==> config.mk <==
export PLATFORM = sky130hd
export DESIGN_NAME = triple_quadrature_encoder_reader
export DESIGN_NICKNAME = d
export VERILOG_FILES = /design/src/rtl/qed_pkg.sv /design/src/rtl/qed_enc_lane.sv /design/src/rtl/qed_chan_lane.sv /design/src/rtl/triple_quadrature_encoder_reader.sv
export SDC_FILE = /design/constraint.sdc
export NUM_CORES = 1
export LEC_CHECK = 0
export BUFFER_PORTS_ARGS = -buffer_cell sky130_fd_sc_hd__buf_4
export CAP_MARGIN = 20
export CORE_MARGIN = 2
export CORE_UTILIZATION = 35
export CTS_CLUSTER_DIAMETER = 60
export CTS_CLUSTER_SIZE = 28
export DETAILED_ROUTE_END_ITERATION = 7
export GPL_TIMING_DRIVEN = 0
export PLACE_DENSITY = 0.61
export SLEW_MARGIN = 20
export SYNTH_ARGS = -nofsm -noshare
export SYNTH_HDL_FRONTEND = slang
export SYNTH_SLANG_ARGS = --single-unit
==> constraint.sdc <==
create_clock -name i_clk -period 16.98 [get_ports i_clk]
set_input_delay 1.698 -clock i_clk [delete_from_list [all_inputs] [get_ports i_clk]]
set_output_delay 1.698 -clock i_clk [all_outputs]
set_load 0.1 [all_outputs]
==> src/rtl/qed_pkg.sv <==
// shared types, constants and helpers for the triple quadrature encoder reader
package qed_pkg;

    // default sizes, handed to the top-level parameters
    localparam int NUM_ENCODERS_DEF = 3;
    localparam int COUNT_WIDTH_DEF  = 32;

    // fixed field widths
    localparam int CMD_WIDTH   = 3;
    localparam int CHAN_WIDTH  = 2;
    localparam int PIN_WIDTH   = 3;
    localparam int BTN_NUM     = 3;
    localparam int VALUE_WIDTH = 32;
    localparam int DIR_WIDTH   = 2;

    // latch bit that each button pin sets when low
    localparam logic [1:0] BTN_MAP [BTN_NUM] = '{2'd1, 2'd0, 2'd2};

    // direction codes
    localparam logic [DIR_WIDTH-1:0] DIR_NONE = 2'd0;
    localparam logic [DIR_WIDTH-1:0] DIR_UP   = 2'd1;
    localparam logic [DIR_WIDTH-1:0] DIR_DOWN = 2'd3;

    // command codes
    typedef enum logic [CMD_WIDTH-1:0] {
        CMD_SAMPLE       = 3'd0,
        CMD_UPDATE       = 3'd1,
        CMD_READ_POS     = 3'd2,
        CMD_READ_DIR     = 3'd3,
        CMD_READ_SPEED   = 3'd4,
        CMD_READ_BUTTONS = 3'd5
    } t_cmd;

    // per-channel control from the execute stage
    typedef struct packed {
        logic update;
        logic clr_dir;
        logic clr_speed;
    } t_chan_ctl;

    // encoder that feeds a reported channel: channels 0 and 1 are swapped
    function automatic int qed_src_encoder(input int chan, input int num_enc);
        int src;
        src = chan;
        if (num_enc >= 2 && chan == 0) begin
            src = 1;
        end else if (num_enc >= 2 && chan == 1) begin
            src = 0;
        end
        return src;
    endfunction

endpackage

==> src/rtl/qed_enc_lane.sv <==
// one encoder lane: edge detect on the A line and the wrapping raw count
module qed_enc_lane
    import qed_pkg::*;
#(
    parameter int COUNT_WIDTH = COUNT_WIDTH_DEF
) (
    input  logic                   i_clk,
    input  logic                   i_rst_n,
    input  logic                   i_accept,
    input  logic                   i_a,
    input  logic                   i_b,
    output logic [COUNT_WIDTH-1:0] o_raw
);

    logic                   r_prev_a;
    logic [COUNT_WIDTH-1:0] r_raw;
    logic [COUNT_WIDTH-1:0] n_raw;

    // count down when A equals B on an A change, up when they differ
    always_comb begin
        n_raw = r_raw;
        if (i_a != r_prev_a) begin
            if (i_a == i_b) begin
                n_raw = r_raw - {{(COUNT_WIDTH-1){1'b0}}, 1'b1};
            end else begin
                n_raw = r_raw + {{(COUNT_WIDTH-1){1'b0}}, 1'b1};
            end
        end
    end

    // state update on each accepted item
    always_ff @(posedge i_clk) begin
        if (!i_rst_n) begin
            r_prev_a <= 1'b0;
            r_raw    <= '0;
        end else if (i_accept) begin
            r_prev_a <= i_a;
            r_raw    <= n_raw;
        end
    end

    assign o_raw = r_raw;

endmodule

==> src/rtl/qed_chan_lane.sv <==
// one reported channel: halved position, speed sum and last direction
module qed_chan_lane
    import qed_pkg::*;
#(
    parameter int COUNT_WIDTH = COUNT_WIDTH_DEF
) (
    input  logic                   i_clk,
    input  logic                   i_rst_n,
    input  logic [COUNT_WIDTH-1:0] i_raw,
    input  logic                   i_load_half,
    input  t_chan_ctl              i_ctl,
    output logic [COUNT_WIDTH-1:0] o_pos,
    output logic [COUNT_WIDTH-1:0] o_speed,
    output logic [DIR_WIDTH-1:0]   o_dir
);

    logic [COUNT_WIDTH-1:0] n_half;
    logic [COUNT_WIDTH-1:0] r_half;
    logic [COUNT_WIDTH-1:0] r_pos;
    logic [COUNT_WIDTH-1:0] r_speed;
    logic [DIR_WIDTH-1:0]   r_dir;
    logic [COUNT_WIDTH-1:0] delta;
    logic [DIR_WIDTH-1:0]   n_dir;

    // raw count halved, rounded toward zero
    assign n_half = {i_raw[COUNT_WIDTH-1], i_raw[COUNT_WIDTH-1:1]}
                  + {{(COUNT_WIDTH-1){1'b0}}, i_raw[COUNT_WIDTH-1] & i_raw[0]};

    // half stage register, payload only
    always_ff @(posedge i_clk) begin
        if (i_load_half) begin
            r_half <= n_half;
        end
    end

    // position change and its sign
    assign delta = r_half - r_pos;

    always_comb begin
        if (delta == '0) begin
            n_dir = DIR_NONE;
        end else if (delta[COUNT_WIDTH-1]) begin
            n_dir = DIR_DOWN;
        end else begin
            n_dir = DIR_UP;
        end
    end

    // update snapshot and clear-on-read
    always_ff @(posedge i_clk) begin
        if (!i_rst_n) begin
            r_pos   <= '0;
            r_speed <= '0;
            r_dir   <= DIR_NONE;
        end else begin
            if (i_ctl.update) begin
                r_pos   <= r_half;
                r_speed <= r_speed + delta;
                r_dir   <= n_dir;
            end
            if (i_ctl.clr_dir) begin
                r_dir <= DIR_NONE;
            end
            if (i_ctl.clr_speed) begin
                r_speed <= '0;
            end
        end
    end

    assign o_pos   = r_pos;
    assign o_speed = r_speed;
    assign o_dir   = r_dir;

endmodule

==> src/rtl/triple_quadrature_encoder_reader.sv <==
// Triple quadrature encoder reader: one item per clock while the output is not stalled; the
// item goes through the sample, halving and execute stages into the output register.
// Each item samples A, B and button pins; encoder lanes count A-line edges in parallel, and
// channel lanes hold reported position, speed sum and clear-on-read direction. Reported
// channel 0 follows encoder 1 and channel 1 follows encoder 0. The button latch and snapshot
// are handled when the item is taken; a read of buttons clears both. A read of a channel
// at or above NUM_ENCODERS returns zero and clears nothing. No clearing pass after reset.
module triple_quadrature_encoder_reader
    import qed_pkg::*;
#(
    parameter int NUM_ENCODERS = NUM_ENCODERS_DEF,
    parameter int COUNT_WIDTH  = COUNT_WIDTH_DEF
) (
    input  logic                          i_clk,
    input  logic                          i_rst_n,
    input  logic                          i_valid,
    output logic                          o_stall,
    input  logic [CMD_WIDTH-1:0]          i_command,
    input  logic [CHAN_WIDTH-1:0]         i_channel,
    input  logic [PIN_WIDTH-1:0]          i_a_levels,
    input  logic [PIN_WIDTH-1:0]          i_b_levels,
    input  logic [PIN_WIDTH-1:0]          i_button_levels,
    output logic                          o_valid,
    input  logic                          i_stall,
    output logic signed [VALUE_WIDTH-1:0] o_value
);

    // pipeline control
    logic r_s1_v;
    logic r_s2_v;
    logic r_out_v;
    logic out_ready;
    logic s2_go;
    logic s2_free;
    logic s1_go;
    logic s1_free;
    logic accept;

    logic [CMD_WIDTH-1:0]  r_s1_cmd;
    logic [CHAN_WIDTH-1:0] r_s1_ch;
    logic [BTN_NUM-1:0]    r_s1_btn;
    logic [CMD_WIDTH-1:0]  r_s2_cmd;
    logic [CHAN_WIDTH-1:0] r_s2_ch;
    logic [BTN_NUM-1:0]    r_s2_btn;
    logic [VALUE_WIDTH-1:0] r_out_value;
    logic [VALUE_WIDTH-1:0] n_out_value;

    // button state
    logic [BTN_NUM-1:0] r_btn_latch;
    logic [BTN_NUM-1:0] r_btn_snap;
    logic [BTN_NUM-1:0] n_btn_latch;

    // lane wiring
    logic [NUM_ENCODERS+PIN_WIDTH-1:0] a_ext;
    logic [NUM_ENCODERS+PIN_WIDTH-1:0] b_ext;
    logic [COUNT_WIDTH-1:0]  enc_raw   [NUM_ENCODERS];
    logic [COUNT_WIDTH-1:0]  ch_pos    [NUM_ENCODERS];
    logic [COUNT_WIDTH-1:0]  ch_speed  [NUM_ENCODERS];
    logic [DIR_WIDTH-1:0]    ch_dir    [NUM_ENCODERS];
    logic [VALUE_WIDTH-1:0]  pos_val   [NUM_ENCODERS];
    logic [VALUE_WIDTH-1:0]  speed_val [NUM_ENCODERS];
    t_chan_ctl               ch_ctl    [NUM_ENCODERS];

    // handshake: each stage moves when the next one is empty or moving
    assign out_ready = !r_out_v || !i_stall;
    assign s2_go     = r_s2_v && out_ready;
    assign s2_free   = !r_s2_v || out_ready;
    assign s1_go     = r_s1_v && s2_free;
    assign s1_free   = !r_s1_v || s2_free;
    assign accept    = i_valid && s1_free;
    assign o_stall   = !s1_free;
    assign o_valid   = r_out_v;
    assign o_value   = $signed(r_out_value);

    assign a_ext = {{NUM_ENCODERS{1'b0}}, i_a_levels};
    assign b_ext = {{NUM_ENCODERS{1'b0}}, i_b_levels};

    // encoder lanes
    for (genvar e = 0; e < NUM_ENCODERS; e++) begin : g_enc
        qed_enc_lane #(
            .COUNT_WIDTH(COUNT_WIDTH)
        ) u_enc (
            .i_clk    (i_clk),
            .i_rst_n  (i_rst_n),
            .i_accept (accept),
            .i_a      (a_ext[e]),
            .i_b      (b_ext[e]),
            .o_raw    (enc_raw[e])
        );
    end

    // channel lanes with their control from the execute stage
    for (genvar c = 0; c < NUM_ENCODERS; c++) begin : g_chan
        localparam int SRC = qed_src_encoder(c, NUM_ENCODERS);
        logic [COUNT_WIDTH+VALUE_WIDTH-1:0] pos_ext;
        logic [COUNT_WIDTH+VALUE_WIDTH-1:0] speed_ext;
        logic                               sel;

        assign sel = (r_s2_ch == CHAN_WIDTH'(c)) && (c < (1 << CHAN_WIDTH));
        assign ch_ctl[c].update    = s2_go && (r_s2_cmd == CMD_UPDATE);
        assign ch_ctl[c].clr_dir   = s2_go && (r_s2_cmd == CMD_READ_DIR) && sel;
        assign ch_ctl[c].clr_speed = s2_go && (r_s2_cmd == CMD_READ_SPEED) && sel;

        qed_chan_lane #(
            .COUNT_WIDTH(COUNT_WIDTH)
        ) u_chan (
            .i_clk       (i_clk),
            .i_rst_n     (i_rst_n),
            .i_raw       (enc_raw[SRC]),
            .i_load_half (s1_go),
            .i_ctl       (ch_ctl[c]),
            .o_pos       (ch_pos[c]),
            .o_speed     (ch_speed[c]),
            .o_dir       (ch_dir[c])
        );

        // values zero-extended or cut to the output width
        assign pos_ext      = {{VALUE_WIDTH{1'b0}}, ch_pos[c]};
        assign speed_ext    = {{VALUE_WIDTH{1'b0}}, ch_speed[c]};
        assign pos_val[c]   = pos_ext[VALUE_WIDTH-1:0];
        assign speed_val[c] = speed_ext[VALUE_WIDTH-1:0];
    end

    // button latch: each low pin sets its mapped bit
    always_comb begin
        n_btn_latch = r_btn_latch;
        for (int k = 0; k < BTN_NUM; k++) begin
            if (!i_button_levels[k]) begin
                n_btn_latch[BTN_MAP[k]] = 1'b1;
            end
        end
    end

    always_ff @(posedge i_clk) begin
        if (!i_rst_n) begin
            r_btn_latch <= '0;
            r_btn_snap  <= '0;
        end else if (accept) begin
            if (i_command == CMD_READ_BUTTONS) begin
                r_btn_latch <= '0;
                r_btn_snap  <= '0;
            end else begin
                r_btn_latch <= n_btn_latch;
                if (i_command == CMD_UPDATE) begin
                    r_btn_snap <= n_btn_latch;
                end
            end
        end
    end

    // stage valids
    always_ff @(posedge i_clk) begin
        if (!i_rst_n) begin
            r_s1_v  <= 1'b0;
            r_s2_v  <= 1'b0;
            r_out_v <= 1'b0;
        end else begin
            if (s1_free) begin
                r_s1_v <= accept;
            end
            if (s2_free) begin
                r_s2_v <= s1_go;
            end
            if (out_ready) begin
                r_out_v <= s2_go;
            end
        end
    end

    // stage payloads
    always_ff @(posedge i_clk) begin
        if (accept) begin
            r_s1_cmd <= i_command;
            r_s1_ch  <= i_channel;
            r_s1_btn <= r_btn_snap;
        end
        if (s1_go) begin
            r_s2_cmd <= r_s1_cmd;
            r_s2_ch  <= r_s1_ch;
            r_s2_btn <= r_s1_btn;
        end
        if (s2_go) begin
            r_out_value <= n_out_value;
        end
    end

    // result merge across channel lanes
    always_comb begin
        n_out_value = '0;
        case (r_s2_cmd)
            CMD_READ_BUTTONS: begin
                n_out_value = {{(VALUE_WIDTH-BTN_NUM){1'b0}}, r_s2_btn};
            end
            CMD_READ_POS, CMD_READ_DIR, CMD_READ_SPEED: begin
                for (int c = 0; c < NUM_ENCODERS; c++) begin
                    if (c < (1 << CHAN_WIDTH) && r_s2_ch == CHAN_WIDTH'(c)) begin
                        if (r_s2_cmd == CMD_READ_POS) begin
                            n_out_value = pos_val[c];
                        end else if (r_s2_cmd == CMD_READ_SPEED) begin
                            n_out_value = speed_val[c];
                        end else begin
                            n_out_value = {{(VALUE_WIDTH-DIR_WIDTH){ch_dir[c][1]}},
                                           ch_dir[c]};
                        end
                    end
                end
            end
            default: begin
                n_out_value = '0;
            end
        endcase
    end

    // checks on the pipeline and button logic
    a_no_stall_when_empty: assert property (@(posedge i_clk) disable iff (!i_rst_n)
        !r_out_v |-> !o_stall)
        else $error("input stalled with an empty output register");

    a_exec_fills_output: assert property (@(posedge i_clk) disable iff (!i_rst_n)
        s2_go |=> r_out_v)
        else $error("executed item did not reach the output register");

    a_button_read_clears: assert property (@(posedge i_clk) disable iff (!i_rst_n)
        (accept && i_command == CMD_READ_BUTTONS) |=> (r_btn_latch == '0 && r_btn_snap == '0))
        else $error("button read did not clear latch and snapshot");

    a_dir_code_valid: assert property (@(posedge i_clk) disable iff (!i_rst_n)
        ch_dir[0] != 2'b10)
        else $error("illegal direction code");

    a_s1_moves_when_free: assert property (@(posedge i_clk) disable iff (!i_rst_n)
        (r_s1_v && !r_s2_v) |=> r_s2_v)
        else $error("first stage item did not advance into an empty stage");

endmodule

# Yosys cells after proc, flatten, opt, wreduce, memory -nomap -nowiden
# Index checks and enable logic that the tools add are counted.
# W data, S select, Z words.
[totals] rom_bits=0 in_bits=18 latchBits=0 ff_bits=450 mem_bits_rw=0 memories=0 output_inout_bits=34
[op_classes] addsub=15 eq_ne=15 n_div=0 shift=0 reduce_logical=36 n_bitwise=4 n_mux=25 n_lt_le_gt_ge=0 n_mul=0
[op_table] operator="$mux W32" count=12
[op_table] operator="$add A31 B2 Y32" count=3
[op_table] operator="$add A32 B1 Y32 const B" count=3
[op_table] operator="$add A32 B32 Y32" count=3
[op_table] operator="$logic_not A32 Y1" count=3
[op_table] operator="$sub A32 B1 Y32 const B" count=3
[op_table] operator="$sub A32 B32 Y32" count=3
[op_table] operator="$pmux W32 S2" count=1
[op_table] operator="$logic_and A1 B1 Y1" count=12
[op_table] operator="$mux W2" count=6
[op_table] operator="$reduce_or A2 Y1" count=6
[op_table] operator="$eq A3 B3 Y1 const B" count=3
[op_table] operator="$mux W3" count=3
[op_table] operator="$reduce_and A2 Y1" count=4
[op_table] operator="$eq A3 B1 Y1 const B" count=2
[op_table] operator="$eq A3 B2 Y1 const B" count=2
[op_table] operator="$logic_not A1 Y1" count=5
[op_table] operator="$and A1 B1 Y1" count=3
[op_table] operator="$eq A1 B1 Y1" count=3
[op_table] operator="$logic_or A1 B1 Y1" count=3
[op_table] operator="$mux W1" count=3
[op_table] operator="$ne A1 B1 Y1" count=3
[op_table] operator="$reduce_or A3 Y1" count=1
[op_table] operator="$eq A2 B1 Y1 const B" count=1
[op_table] operator="other kinds (4)" count=4

# Logic depth before layout (Yosys ltp)
[logic_depth] ltp_word=7 depth_mapped=23

# Hierarchy
# A second synthesis with hierarchy kept.
[unflattened] cells_unflattened=4332 hier_area_um2=35412.7
[by_module_without_submodules] mod="qed_chan_lane (g_chan[0].u_chan ...)" cells_each=848 instances=2 area_per_inst_um2=7345.8 seq_area_each_um2=2282.2
[by_module_without_submodules] mod="qed_enc_lane" cells_each=440 instances=3 area_per_inst_um2=3129.3 seq_area_each_um2=660.6
[by_module_without_submodules] mod="qed_chan_lane (g_chan[2].u_chan)" cells_each=825 instances=1 area_per_inst_um2=7303.3 seq_area_each_um2=2282.2
[by_module_without_submodules] mod="triple_quadrature_encoder_reader" cells_each=491 instances=1 area_per_inst_um2=4030.1 seq_area_each_um2=1621.6

# Worst setup path before layout
# No wires, ideal clock.
[synth_timing] path_type="input to register" startpoint="in i_stall" endpoint="reg g_chan[0].u_chan.r_half[0], enable pin" required_ps=16400 slack_ps=9886 n_path_buf=0 arrival_ps=6514 cell_stages=2 setup_ps=580 cell_sequence="and3_1 nor2b_1"
[synth_between] elab_chain_cells=4
[synth_rtl] element="start, declared" line="triple_quadrature_encoder_reader.sv:24" text="input logic i_stall,"
[synth_rtl] element="$logic_not A1 Y1" line="triple_quadrature_encoder_reader.sv:65" text="assign out_ready = !r_out_v || !i_stall;"
[synth_rtl] element="$logic_or A1 B1 Y1" line="triple_quadrature_encoder_reader.sv:65"
[synth_rtl] element="$logic_or A1 B1 Y1" line="triple_quadrature_encoder_reader.sv:67" text="assign s2_free = !r_s2_v || out_ready;"
[synth_rtl] element="$logic_and A1 B1 Y1" line="triple_quadrature_encoder_reader.sv:68" text="assign s1_go = r_s1_v && s2_free;"
[synth_rtl] element="named net g_chan[0].u_chan.i_load_half" line="qed_chan_lane.sv:10" text="input logic i_load_half,"
[synth_rtl] element="end signal, assigned" line="qed_chan_lane.sv:32" text="r_half <= n_half;"
[synth_rtl] element="end, declared" line="qed_chan_lane.sv:18" text="logic [COUNT_WIDTH-1:0] r_half;"
# The timed path passes the listed nets, and every way through them passes these cells.
# A chain may end at the register's enable or synchronous reset.

# Worst setup path after layout
[layout_timing] startpoint="reg g_chan[1].u_chan.r_half[0]" endpoint="reg g_chan[1].u_chan.r_speed[31]"
[layout_between] elab_chain_cells=2
[layout_rtl] element="start, declared" line="qed_chan_lane.sv:18"
[layout_rtl] element="start signal, assigned" line="qed_chan_lane.sv:32"
[layout_rtl] element="$sub A32 B32 Y32" line="qed_chan_lane.sv:37" text="assign delta = r_half - r_pos;"
[layout_rtl] element="$add A32 B32 Y32" line="qed_chan_lane.sv:58" text="r_speed <= r_speed + delta;"
[layout_rtl] element="end signal, assigned" line="qed_chan_lane.sv:58"
[layout_rtl] element="end, declared" line="qed_chan_lane.sv:20" text="logic [COUNT_WIDTH-1:0] r_speed;"
# Every way passes these cells.

==> parameters.txt <==
Parameter                              Value

Global route
  Busiest grt layer    met2
  Global-route wire length before repair    171.9 mm
  M1 GR Usage    0.3127
  GR Util met2    0.3471
  Met3 track demand over resource    0.03130
  Antenna violations before repair    1
  Total congestion overflow    0
  Total track usage    0.2227
  Maximum number of pins on one net before global-route repair    33
  Number of global-route vias before repair    28810

Synth
  Number of enable flip-flop cells after synthesis    144
  Netlist area before placement    33440 um2
  Sequential element share of the synthesized area    0.3125
  Count of distinct cell types in the synthesized netlist    81
  Syn Inst Count    4240
  Syn Area/Cell    7.888 um2
  Leading post-synthesis cells by cell area    sky130_fd_sc_hd__dfxtp_1 18%, sky130_fd_sc_hd__edfxtp_1 13%, sky130_fd_sc_hd__ha_1 11%
  Flip-flop and latch count after synthesis    450
  Most area-hungry cell type in the Yosys netlist    sky130_fd_sc_hd__dfxtp_1
  Post-Synthesis Net Count    4563
  Share of Yosys cell area claimed by the top area cell type    0.1832
  Flip-flop cell with the highest count after synthesis    sky130_fd_sc_hd__dfxtp_1
  Number of warnings issued by yosys    0
  Async set-reset flop share out of synthesis    0

CTS
  TritonCTS clock tree    built
  # resized after CTS    0
  CTS H-tree depth    2
  CTS root buf    sky130_fd_sc_hd__clkbuf_16
  Number of buffers added for setup after CTS    0
  Post-CTS Hold Buffers    0
  Clock edge transition at the registers on the reported setup and hold paths    0.08 ns
  Number of buffers on the longest clock path    3
  Clock Sink Count    450
  Num CTS Buffers    54
  Insertion delay of the later-clocked pin in the worst-skew pair    0.66 ns

Drt
  # DRC    0
  Routed Antenna Nets    0
  Total length of routed wires    112.7 mm
  Vias after detailed routing    31640
  Drt wl/cell    19.89 um
  Drt first-iter violations    2962
  Vias per cell    5.586
  1st-pass router iterations    5

Finish
  Post-synthesis to final-layout area growth    12.36%
  Count of inserted antenna diode cells    0
  Most used cells in the layout excluding fill and tap cells    620 x sky130_fd_sc_hd__nand2_1, 549 x sky130_fd_sc_hd__a21oi_1, 306 x sky130_fd_sc_hd__dfxtp_1, 296 x sky130_fd_sc_hd__ha_1, 284 x sky130_fd_sc_hd__nor2_1
  # fillers    9635
  Number of nets at the end of the flow    4677
  Most common cell after layout, fill and taps aside    sky130_fd_sc_hd__nand2_1
  Fraction of final layout cells sized beyond drive strength 1    0.04501

Floorplan
  Number of top-level design ports    52
  Core Rows    113
  Area inside the core boundary    94870 um2
  Initial core utilization    0.3525
  Die width    313.1 um
  Floorplan die height    313.1 um
  Die area    98040 um2

Critical path
  WP depth    21
  Worst setup SP type    flip-flop
  CP cell instances    inv_1 > ha_1 > fa_1 > nor2b_1 > o2111ai_1 > a31oi_1 > o21ai_1 > o21ai_1 > xnor2_1 > ha_1 > a21o_1 > a21o_1 > a2111oi_0 > o31ai_1 > a31oi_1 > o21ai_1 > a2111oi_0 > o21a_1 > o211ai_1 > a211oi_1 > a31o_2
  Termination of the worst setup path    g_chan[1].u_chan.o_speed[31]
  WP data arrival    6.56 ns
  Critical path type    reg -> reg
  Worst reg-to-reg setup slack    11.00 ns
  Cell family with the largest share of critical-path delay    compound AO/OA/AOI/OAI gates
  Master of the slowest instance on the critical path    sky130_fd_sc_hd__a2111oi_0
  Origin of the worst setup path    g_chan[1].u_chan.r_half[0]
  Worst EP required    17.56 ns
  Worst reg2reg endpoint    g_chan[1].u_chan.o_speed[31]
  Most used cell along the critical path    sky130_fd_sc_hd__o21ai_1
  Number of cells traversed by the worst register-to-register path    21
  Launch point of the worst reg-to-reg path    g_chan[1].u_chan.r_half[0]
  Buf/Inv on CP    1
  Critical path's largest stage delay    0.63 ns
  Maximum fanout encountered on the critical timing path    5
  Worst setup EP type    flip-flop

Job
  Number of maximum-capacitance violations    0

Pwr
  Combinational share of power    0.240
  Peak supply drop    0.08945 mV
  Sw power    1147 uW
  Clock power frac    0.387
  Proportion of total power due to net switching    0.3474
  Cell internal pwr    2154 uW
  Proportion of power drawn by flip-flops and latches    0.373
  Static leakage power    0.01447 uW
  Pwr per Cell Area    87.83 nW/um2

Hold path
  Type of the worst min-delay path    reg -> reg

Place
  Routability cong.    1.002
  Detailed Place HPWL    89.24 mm
  Number of buffers added on ports    50

STA
  Setup repair after global routing missed its margin    no
  Final setup violation count    0
  Worst-case headroom to the max-slew limit    0.2279
  Achievable Freq    167.2 MHz
  Clock tree skew after final layout    0.06818 ns
  Pin slew with the least headroom to its limit    1.148 ns
  Final Hold Violating Endpoints    0
  Worst hold slack    0.4256 ns
  Part of the cycle the worst path needs    0.3522
  Setup TNS    0 ns
  Total count of max-transition violations in the final report    0
  Tmin final    5.981 ns

Status
  Status    finished clean
flip-flops by register name, indices dropped and copies added (netlist names):
name,flops
r_s1_v,1
r_s2_v,1
g_chan.u_chan.o_pos,96
o_value,32
r_s1_cmd,3
g_chan.u_chan.o_dir,6
r_s1_btn,3
o_valid,1
g_enc.u_enc.o_raw,96
r_s2_cmd,3
g_chan.u_chan.o_speed,96
g_enc.u_enc.r_prev_a,3
r_s1_ch,2
g_chan.u_chan.r_half,96
r_s2_btn,3
r_btn_snap,3
r_s2_ch,2
r_btn_latch,3
worst min-delay path by stage:
stage | start | endpoint | slack (ns) | cells past startpoint
after floorplan | r_s1_btn[0] | r_s2_btn[0] | 0.40 | 0
after global placement | r_s1_ch[1] | r_s2_ch[1] | 0.40 | 0
after detailed placement | r_s1_btn[1] | r_s2_btn[1] | 0.40 | 0
after CTS | r_s1_ch[1] | r_s2_ch[1] | 0.42 | 0
after global routing | r_s1_cmd[1] | r_s2_cmd[1] | 0.45 | 0
final | r_s1_ch[1] | r_s2_ch[1] | 0.43 | 0
per-stage QoR:
step	area, um2	cells	worst slack, ns	utilization	total power [uW]
2_1_floorplan	33440	4240	9.886	-	1826
3_3_place_gp	35400	5555	7.515	0.3732	2021
3_5_place_dp	35590	5562	10.53	0.3751	2032
4_1_cts	37560	5663	11.01	0.3959	3311
5_1_grt	37580	5664	10.44	0.3961	3457
6_report	37580	5664	11.00	0.3961	3300
logic make-up after synthesis:
family                   count (synthesis)  share of synthesized area
buffers and inverters                  389                    0.04370
XOR/XNOR                               303                    0.07935
multiplexers                            23                   0.006959
flip-flops                             450                     0.3125
AO/OA/AOI/OAI                         1336                     0.2450
adder cells (fa/ha/maj)                305                     0.1161
AND/OR/NAND/NOR                       1434                     0.1964
metal layers:
layer,up-vias,routed length (um)
li1,15510,-
met3,208,7896
met5,-,0
met4,0,4455
met2,1064,49100
met1,14860,51200
power by group through the flow:
stage	sequential, uW	combinational [uW]	clock [uW]
finish	1230	791	1280
global route	1240	875	1340
CTS	1230	781	1300
detailed placement	1260	776	0
global placement	1260	765	0
floorplan	1250	575	0
worst reg2reg max path, stage by stage (launching register included):
cell	delay [ns]
sky130_fd_sc_hd__edfxtp_1	0.39
sky130_fd_sc_hd__inv_1	0.06
sky130_fd_sc_hd__ha_1	0.28
sky130_fd_sc_hd__fa_1	0.44
sky130_fd_sc_hd__nor2b_1	0.19
sky130_fd_sc_hd__o2111ai_1	0.22
sky130_fd_sc_hd__a31oi_1	0.36
sky130_fd_sc_hd__o21ai_1	0.20
sky130_fd_sc_hd__o21ai_1	0.19
sky130_fd_sc_hd__xnor2_1	0.21
sky130_fd_sc_hd__ha_1	0.36
sky130_fd_sc_hd__a21o_1	0.20
sky130_fd_sc_hd__a21o_1	0.19
sky130_fd_sc_hd__a2111oi_0	0.58
sky130_fd_sc_hd__o31ai_1	0.14
sky130_fd_sc_hd__a31oi_1	0.33
sky130_fd_sc_hd__o21ai_1	0.21
sky130_fd_sc_hd__a2111oi_0	0.63
sky130_fd_sc_hd__o21a_1	0.25
sky130_fd_sc_hd__o211ai_1	0.12
sky130_fd_sc_hd__a211oi_1	0.26
sky130_fd_sc_hd__a31o_2	0.13
cell usage after synthesis, types with 8 or more instances:
master and instances:
sky130_fd_sc_hd__a21oi_1 549, sky130_fd_sc_hd__a2111oi_0 12, sky130_fd_sc_hd__buf_1 18, sky130_fd_sc_hd__a31o_2 8
sky130_fd_sc_hd__ha_1 296, sky130_fd_sc_hd__mux2i_1 21, sky130_fd_sc_hd__o2111ai_1 8, sky130_fd_sc_hd__o31a_1 8
sky130_fd_sc_hd__or2_2 14, sky130_fd_sc_hd__a211oi_1 99, sky130_fd_sc_hd__a21o_1 129, sky130_fd_sc_hd__o21bai_1 40
sky130_fd_sc_hd__nor3_1 93, sky130_fd_sc_hd__inv_1 199, sky130_fd_sc_hd__fa_1 9, sky130_fd_sc_hd__a211o_1 24
sky130_fd_sc_hd__or4_1 11, sky130_fd_sc_hd__clkbuf_1 170, sky130_fd_sc_hd__nor4_1 15, sky130_fd_sc_hd__o21ai_0 221
sky130_fd_sc_hd__o211ai_1 16, sky130_fd_sc_hd__o31ai_1 18, sky130_fd_sc_hd__dfxtp_1 306, sky130_fd_sc_hd__nor2_1 284
sky130_fd_sc_hd__nand2_1 620, sky130_fd_sc_hd__and4_1 12, sky130_fd_sc_hd__o22ai_1 23, sky130_fd_sc_hd__nor2b_1 43
sky130_fd_sc_hd__o21a_1 46, sky130_fd_sc_hd__edfxtp_1 144, sky130_fd_sc_hd__a31oi_1 40, sky130_fd_sc_hd__and2_1 22
sky130_fd_sc_hd__and3_1 64, sky130_fd_sc_hd__nand2b_1 34, sky130_fd_sc_hd__o21ai_1 17, sky130_fd_sc_hd__xnor2_1 199
sky130_fd_sc_hd__or3_1 34, sky130_fd_sc_hd__nand4_1 44, sky130_fd_sc_hd__xor2_1 104, sky130_fd_sc_hd__nand3_1 114
layout make-up:
cell class	instances	area (um2)	area share
flip-flops and latches	450	10450	0.2781
clock buffers	58	1409	0.03749
clock inverters	43	566.8	0.01508
plain buffers	189	716.9	0.01908
repair buffers	58	553.0	0.01472
well taps	1265	1583	0.04212
inverters	200	750.7	0.01998
multi-input cells	3401	21550	0.5734
Power figures use the tool's default switching activity.
